==> src/rtl/core/wjos_pkg.sv <==
`timescale 1ns / 1ps
// ----------------------------------------------------------------------------
// wjos_pkg
// shared types and constants of the weighted job order sorter
// ----------------------------------------------------------------------------
package wjos_pkg;

  localparam int unsigned MaxJobs = 64;   // capacity of the cell chain
  localparam int unsigned IdxW    = 6;    // job index inside the chain
  localparam int unsigned CntW    = 7;    // job count, holds MaxJobs itself
  localparam int unsigned TimeW   = 16;
  localparam int unsigned WeightW = 16;
  localparam int unsigned ProdW   = TimeW + WeightW;
  localparam int unsigned NumW    = 7;    // one-based job number

  // operands and arrival index of one stored job
  typedef struct packed {
    logic [IdxW-1:0]    idx;
    logic [TimeW-1:0]   tm;
    logic [WeightW-1:0] wt;
  } job_t;

  // what a cell shows its neighbors
  typedef struct packed {
    logic vld;
    job_t job;
  } entry_t;

  localparam entry_t EmptyEntry = '0;

  // per-cycle commands broadcast to every cell
  typedef struct packed {
    logic mul_en;   // form cross products against the new job
    logic ins_en;   // insert the new job, shifting toward the tail
    logic shl_en;   // shift toward the head while emitting
  } cell_ctrl_t;

  typedef enum logic [3:0] {
    StIdle = 4'b0001,
    StMul  = 4'b0010,
    StIns  = 4'b0100,
    StEmit = 4'b1000
  } state_e;

endpackage

==> src/rtl/core/wjos_cell.sv <==
`timescale 1ns / 1ps
// ----------------------------------------------------------------------------
// wjos_cell
// one slot of the sorted job chain with its own cross-product compare
// ----------------------------------------------------------------------------
module wjos_cell (
  input  logic                clk_i,
  input  logic                rst_ni,
  input  wjos_pkg::cell_ctrl_t ctrl_i,
  input  wjos_pkg::job_t      new_job_i,
  input  wjos_pkg::entry_t    left_i,
  input  wjos_pkg::entry_t    right_i,
  input  logic                sfx_i,
  input  logic                sfx_left_i,
  output wjos_pkg::entry_t    ent_o,
  output logic                prec_o
);
  import wjos_pkg::*;

  logic              vld_q, vld_d;
  job_t              job_q, job_d;
  logic [ProdW-1:0]  lhs_q, rhs_q;

  always_comb begin
    vld_d = vld_q;
    job_d = job_q;
    if (ctrl_i.ins_en && sfx_i) begin
      if (!sfx_left_i) begin
        // first slot the new job strictly precedes everything from
        vld_d = 1'b1;
        job_d = new_job_i;
      end else begin
        vld_d = left_i.vld;
        job_d = left_i.job;
      end
    end else if (ctrl_i.shl_en) begin
      vld_d = right_i.vld;
      job_d = right_i.job;
    end
  end

  always_ff @(posedge clk_i or negedge rst_ni) begin
    if (!rst_ni) begin
      vld_q <= 1'b0;
    end else begin
      vld_q <= vld_d;
    end
  end

  always_ff @(posedge clk_i) begin
    job_q <= job_d;
    if (ctrl_i.mul_en) begin
      lhs_q <= ProdW'(new_job_i.wt) * ProdW'(job_q.tm);
      rhs_q <= ProdW'(new_job_i.tm) * ProdW'(job_q.wt);
    end
  end

  // empty slots never hold the new job back
  assign prec_o = !vld_q || (lhs_q > rhs_q);
  assign ent_o  = '{vld: vld_q, job: job_q};

endmodule

==> config.mk <==
export PLATFORM = sky130hd
export DESIGN_NAME = wjos_cell
export DESIGN_NICKNAME = d
export VERILOG_FILES = /design/src/rtl/core/wjos_pkg.sv /design/src/rtl/core/wjos_cell.sv
export SDC_FILE = /design/constraint.sdc
export NUM_CORES = 1
export LEC_CHECK = 0
export BUFFER_PORTS_ARGS = -buffer_cell sky130_fd_sc_hd__buf_2
export CORE_ASPECT_RATIO = 0.9
export CORE_UTILIZATION = 55
export DETAILED_ROUTE_END_ITERATION = 10
export PLACE_DENSITY_LB_ADDON = 0.12
export SYNTH_ARGS = -nofsm -noshare
export SYNTH_HDL_FRONTEND = slang
export SYNTH_SLANG_ARGS = --single-unit
==> constraint.sdc <==
create_clock -name clk_i -period 6.29 [get_ports clk_i]
set_input_delay 1.887 -clock clk_i [delete_from_list [all_inputs] [get_ports clk_i]]
set_output_delay 1.887 -clock clk_i [all_outputs]
set_load 0.02 [all_outputs]
Word level (Yosys, flattened, before mapping) --
Index checks and enable logic that the tools add are counted.
Storage, ports and cells: bits in registers 103, output and inout bits 40, logic and storage cells 19
Cells by class: multipliers 2, magnitude comparators 1, multiplexer cells 6, reduce and logical (&&, ||, !) cells 4
Operators by type and width (count):
- $mux 38 | 3
- $mul 16x16->32 | 2
- $gt 32x32->1 | 1
- $mux 1 | 3
- $reduce_bool 2->1 | 1
- $logic_and 1x1->1 | 1
- $logic_not 1->1 | 1
- $logic_or 1x1->1 | 1

Longest topological paths before layout --
depth in word-level cells 2, gate-level depth with buffers 22, gate-level depth less buffers 20

Least setup slack after synthesis --
Ideal clock, no wire load.
path type input -> register, start in new_job_i[7] (netlist name), end reg lhs_q[25] (data pin), setup time 0.262 ns, data arrival time 7.116 ns, data required time 6.028 ns, slack -1.087 ns, stages on the path 22, buffers on the path 2, cells stage by stage clkbuf_1 nand2_1 fa_1 inv_1 fa_1 inv_1 fa_1 inv_1 fa_1 fa_1 inv_1 fa_1 inv_1 ha_1 clkbuf_1 a21oi_2 o21ai_0 a221o_1 a31oi_1 o21a_1 o21ai_1 xor2_1
Between the ends: word-level cells in the longest chain between the ends 1
RTL lines:
- from (decl) | line wjos_cell.sv:10 | input wjos_pkg::job_t new_job_i,
- $mul 16x16->32 | line wjos_cell.sv:53 | lhs_q <= ProdW'(new_job_i.wt) * ProdW'(job_q.tm);
- to (signal assigned) | line wjos_cell.sv:53
- to (decl) | line wjos_cell.sv:22 | logic [ProdW-1:0] lhs_q, rhs_q;
Every way passes these cells. A chain may end at the register's enable or synchronous reset.

Worst setup path in the final report --
start in new_job_i[10] (netlist name), end reg lhs_q[25] (data pin)
The elaborated chain is that of the path after synthesis.

==> implementation parameters <==
Parameter                              Value

Clocking
  H-tree depth    3
  Root Buffer    sky130_fd_sc_hd__clkbuf_16
  Clk sink count    103
  TritonCTS clock tree    built
  Clock buffer count from CTS    9
  Clock tree buffer depth    2
  CTS clock-pin slew for the worst setup and hold paths    0.08 ns
  Clock insertion delay at the later pin of the skew report    0.37 ns

Floorplan
  I/O pins    163
  Chip width    212 microns
  Die outline area    0.0406 sq mm
  Die Y    191 microns
  Placeable Area    0.0388 sq mm
  Initial cell density of the core    0.564
  Row Count    68

Route
  First-iteration detailed-routing DRC count    963
  Remaining routing DRC violations    0
  Wire length per cell after detailed routing    17.7 microns
  First-pass iteration count of the detailed router    5
  Antenna-violating nets left    0
  Total via count after detailed routing    17458
  Final Routed Wirelength    57.8 mm
  Post-detailed-route via-to-cell ratio    5.34

STA
  Slew margin rel.    0.200
  Unrepaired setup endpoints after global routing    yes
  Number of setup violations in the final report    39
  Worst-case clock skew    0.0145 ns
  Achievable frequency    148 MHz
  Final worst-path setup slack    -0.466 ns
  Post-layout minimum cycle time    6.76 ns
  Final-layout setup total negative slack    -12.25 ns
  Hold violation count in the final report    0
  Ratio of final minimum period to clock period    1.07
  Worst Max-Slew Pin Slew    1.20 ns
  Final max-slew violation count    0

Worst setup path
  Critical Path Fanout Max    4
  Reg-to-reg critical path startpoint    ent_o[25]
  Worst path arrival time    6.87 ns
  Critical Path Source    new_job_i[10]
  Number of cell instances on the worst register-to-register path    18
  Worst reg-to-reg setup slack    0.22 ns
  Terminus of the critical flop-to-flop path    lhs_q[25]
  Sort of element at the start of the critical path    primary input
  Category of the critical setup timing path    primary input to flip-flop
  Critical Path RT    6.41 ns
  Crit path capture type    flip-flop

Global routing
  Aggregate global routing overflow    0
  Maximum number of pins on one net before global-route repair    65
  Initial antenna violation count    1
  Via count of the first global-routing pass    18845
  Wire length of the first global-routing pass    94.4 mm
  GRT Util Overall    0.299

Synthesis
  Ys Warns    0
  Most frequently used flop master after synthesis    sky130_fd_sc_hd__edfxtp_1
  Async set-reset flop share out of synthesis    0.00971
  Library cells used by synthesis    58
  Average footprint of a synthesized cell    9.33 sq um
  Post-synthesis cell count    2345
  Flip-flop and latch count after synthesis    103
  Sequential cell area fraction in the yosys report    0.141
  Post-synthesis cell area    0.0219 sq mm
  Net Count, Synth    3096
  Number of flops mapped to enable cells by yosys    102

Cells and area
  Multi-input logic area    0.0176 sq mm
  FILL cells    3092
  Fraction of final layout cells with drive strength greater than 1    0.251
  N_diodes    0
  FF+latch area    0.00309 sq mm
  Number of nets in the final layout    3488
  Area Overhead vs Synth    23.9%

Outcome
  Violations in the final reports    negative setup slack
  Run status    finished, violations left

Placement
  Sum of net half-perimeters after detailed placement    47.3 mm
  Post-placement setup slack    -1.07 ns
  Routability congestion estimate    0.871
  Input/output buffers    162

Worst hold path
  Worst min-delay path class    flip-flop to flip-flop
  Worst hold stages    1
  Start point of the worst min-delay path    ent_o[16]
  Hold path endpoint    lhs_q[0]

Job
  Max cap viols    0
==> registers in the layout, summed over array words and instances, names as in the netlist <==
signal / flops
ent_o: 38
lhs_q: 32
rhs_q: 32
vld_q: 1
==> metal layers <==
layer	vias up	share of wire	track usage	wire length [microns]
met4	2	0.024	0.0747	1370
met3	66	0.054	0.0455	3120
met1	8850	0.43	0.392	24700
met2	482	0.49	0.519	28500
li1	8058	-	-	-
met5	-	0.00023	0	13
==> timing repair <==
action,4_1_cts,5_1_grt
buffers inserted,30,26
pin swaps,89,89
resized for setup,175,109
hold buffers,0,0
setup endpoints to repair,43,42
cloned,0,1
==> how the worst max path moves through the flow <==
| stage | end | slack (ns) | cells past startpoint |
|---|---|---|---|
| floorplan | lhs_q[25] | -0.71 | 22 |
| global placement | lhs_q[25] | -1.0 | 21 |
| detailed placement | lhs_q[25] | -1.07 | 21 |
| CTS | rhs_q[31] | -0.44 | 19 |
| global route | rhs_q[31] | -0.65 | 21 |
| finish | lhs_q[25] | -0.47 | 21 |
==> metrics by stage <==
step / utilization / cell area [sq um] / hold WS, ns / std cells
floorplan: - / 22400 / 0.668 / 2345
global placement: 0.652 / 25300 / 1.06 / 3201
detailed placement: 0.652 / 25300 / 1.05 / 3201
CTS: 0.684 / 26500 / 1.08 / 3246
global route: 0.699 / 27100 / 1.13 / 3267
finish: 0.699 / 27100 / 1.09 / 3267
==> area by class of cell <==
type | instances | share of cell area
clock inverter | 7 | 0.00300
sequential | 103 | 0.114
multi-input combinational | 1652 | 0.649
clock buffer | 9 | 0.00831
inverter | 494 | 0.0684
timing repair buffer | 477 | 0.134
tap | 525 | 0.0242
==> cell usage in the layout, fill, tap and decap left out, drive strengths merged, types with 19 or more instances in the layout <==
cell and n:
nand2 305, edfxtp 102, xnor2 34, nor2 66, inv 498, fa 388
xor2 19, o21ai 30, buf 475, ha 240, mux2i 40, a21oi 105
and2 239, a21o 42
==> kinds of logic after synthesis <==
family | share of synthesized area
AND/OR/NAND/NOR | 0.152
multiplexers | 0.0183
AO/OA/AOI/OAI | 0.0733
flip-flops | 0.141
buffers and inverters | 0.102
XOR/XNOR | 0.0212
adder cells (fa/ha/maj) | 0.492
==> worst max-delay path: stages <==
cell                       delay, ns
sky130_fd_sc_hd__buf_12         0.11
sky130_fd_sc_hd__buf_8          0.12
sky130_fd_sc_hd__and2_4         0.13
sky130_fd_sc_hd__fa_1           0.49
sky130_fd_sc_hd__inv_2          0.04
sky130_fd_sc_hd__fa_1           0.49
sky130_fd_sc_hd__inv_2          0.04
sky130_fd_sc_hd__fa_1           0.53
sky130_fd_sc_hd__fa_1           0.45
sky130_fd_sc_hd__fa_1           0.52
sky130_fd_sc_hd__inv_1          0.05
sky130_fd_sc_hd__fa_1           0.48
sky130_fd_sc_hd__inv_2          0.05
sky130_fd_sc_hd__ha_4           0.25
sky130_fd_sc_hd__a21oi_4        0.14
sky130_fd_sc_hd__o21bai_1       0.09
sky130_fd_sc_hd__a221o_1        0.34
sky130_fd_sc_hd__a31oi_4        0.21
sky130_fd_sc_hd__o21a_1         0.23
sky130_fd_sc_hd__o21ai_1        0.09
sky130_fd_sc_hd__xor2_1         0.14
==> synthesized netlist by cell type, types with 2 or more instances <==
cell type | n | area share
sky130_fd_sc_hd__nand3_1 | 11 | 0.0025
sky130_fd_sc_hd__a21oi_1 | 104 | 0.024
sky130_fd_sc_hd__mux2i_1 | 40 | 0.018
sky130_fd_sc_hd__fa_1 | 388 | 0.35
sky130_fd_sc_hd__nand4_1 | 18 | 0.0051
sky130_fd_sc_hd__o31ai_1 | 3 | 0.0010
sky130_fd_sc_hd__clkbuf_1 | 87 | 0.015
sky130_fd_sc_hd__nor2_1 | 66 | 0.011
sky130_fd_sc_hd__a2111oi_0 | 5 | 0.0020
sky130_fd_sc_hd__nor2b_1 | 6 | 0.0017
sky130_fd_sc_hd__or2_2 | 2 | 0.00057
sky130_fd_sc_hd__a31oi_1 | 5 | 0.0014
sky130_fd_sc_hd__o211ai_1 | 9 | 0.0031
sky130_fd_sc_hd__ha_1 | 240 | 0.14
sky130_fd_sc_hd__xor2_1 | 19 | 0.0076
sky130_fd_sc_hd__o21ai_1 | 6 | 0.0014
sky130_fd_sc_hd__a221oi_2 | 2 | 0.0014
sky130_fd_sc_hd__nand2b_1 | 3 | 0.00086
sky130_fd_sc_hd__a221o_1 | 2 | 0.00091
sky130_fd_sc_hd__and4_1 | 4 | 0.0016
sky130_fd_sc_hd__a41o_1 | 2 | 0.00091
sky130_fd_sc_hd__o21bai_1 | 8 | 0.0027
sky130_fd_sc_hd__o21a_1 | 15 | 0.0051
sky130_fd_sc_hd__a21o_1 | 42 | 0.014
sky130_fd_sc_hd__o2111ai_1 | 2 | 0.00080
sky130_fd_sc_hd__a211oi_1 | 7 | 0.0024
sky130_fd_sc_hd__buf_2 | 5 | 0.0011
sky130_fd_sc_hd__and3_1 | 11 | 0.0031
sky130_fd_sc_hd__edfxtp_1 | 102 | 0.14
sky130_fd_sc_hd__nor3_1 | 5 | 0.0011
sky130_fd_sc_hd__a211o_1 | 2 | 0.00080
sky130_fd_sc_hd__buf_1 | 3 | 0.00051
sky130_fd_sc_hd__nor3b_1 | 5 | 0.0017
sky130_fd_sc_hd__nand2_1 | 305 | 0.052
sky130_fd_sc_hd__o21ai_0 | 24 | 0.0055
sky130_fd_sc_hd__xnor2_1 | 34 | 0.014
sky130_fd_sc_hd__inv_1 | 494 | 0.085
sky130_fd_sc_hd__and2_1 | 239 | 0.068
Power is not shown: default switching activity piles up to over one toggle a cycle in this logic, so the estimate is an artifact.
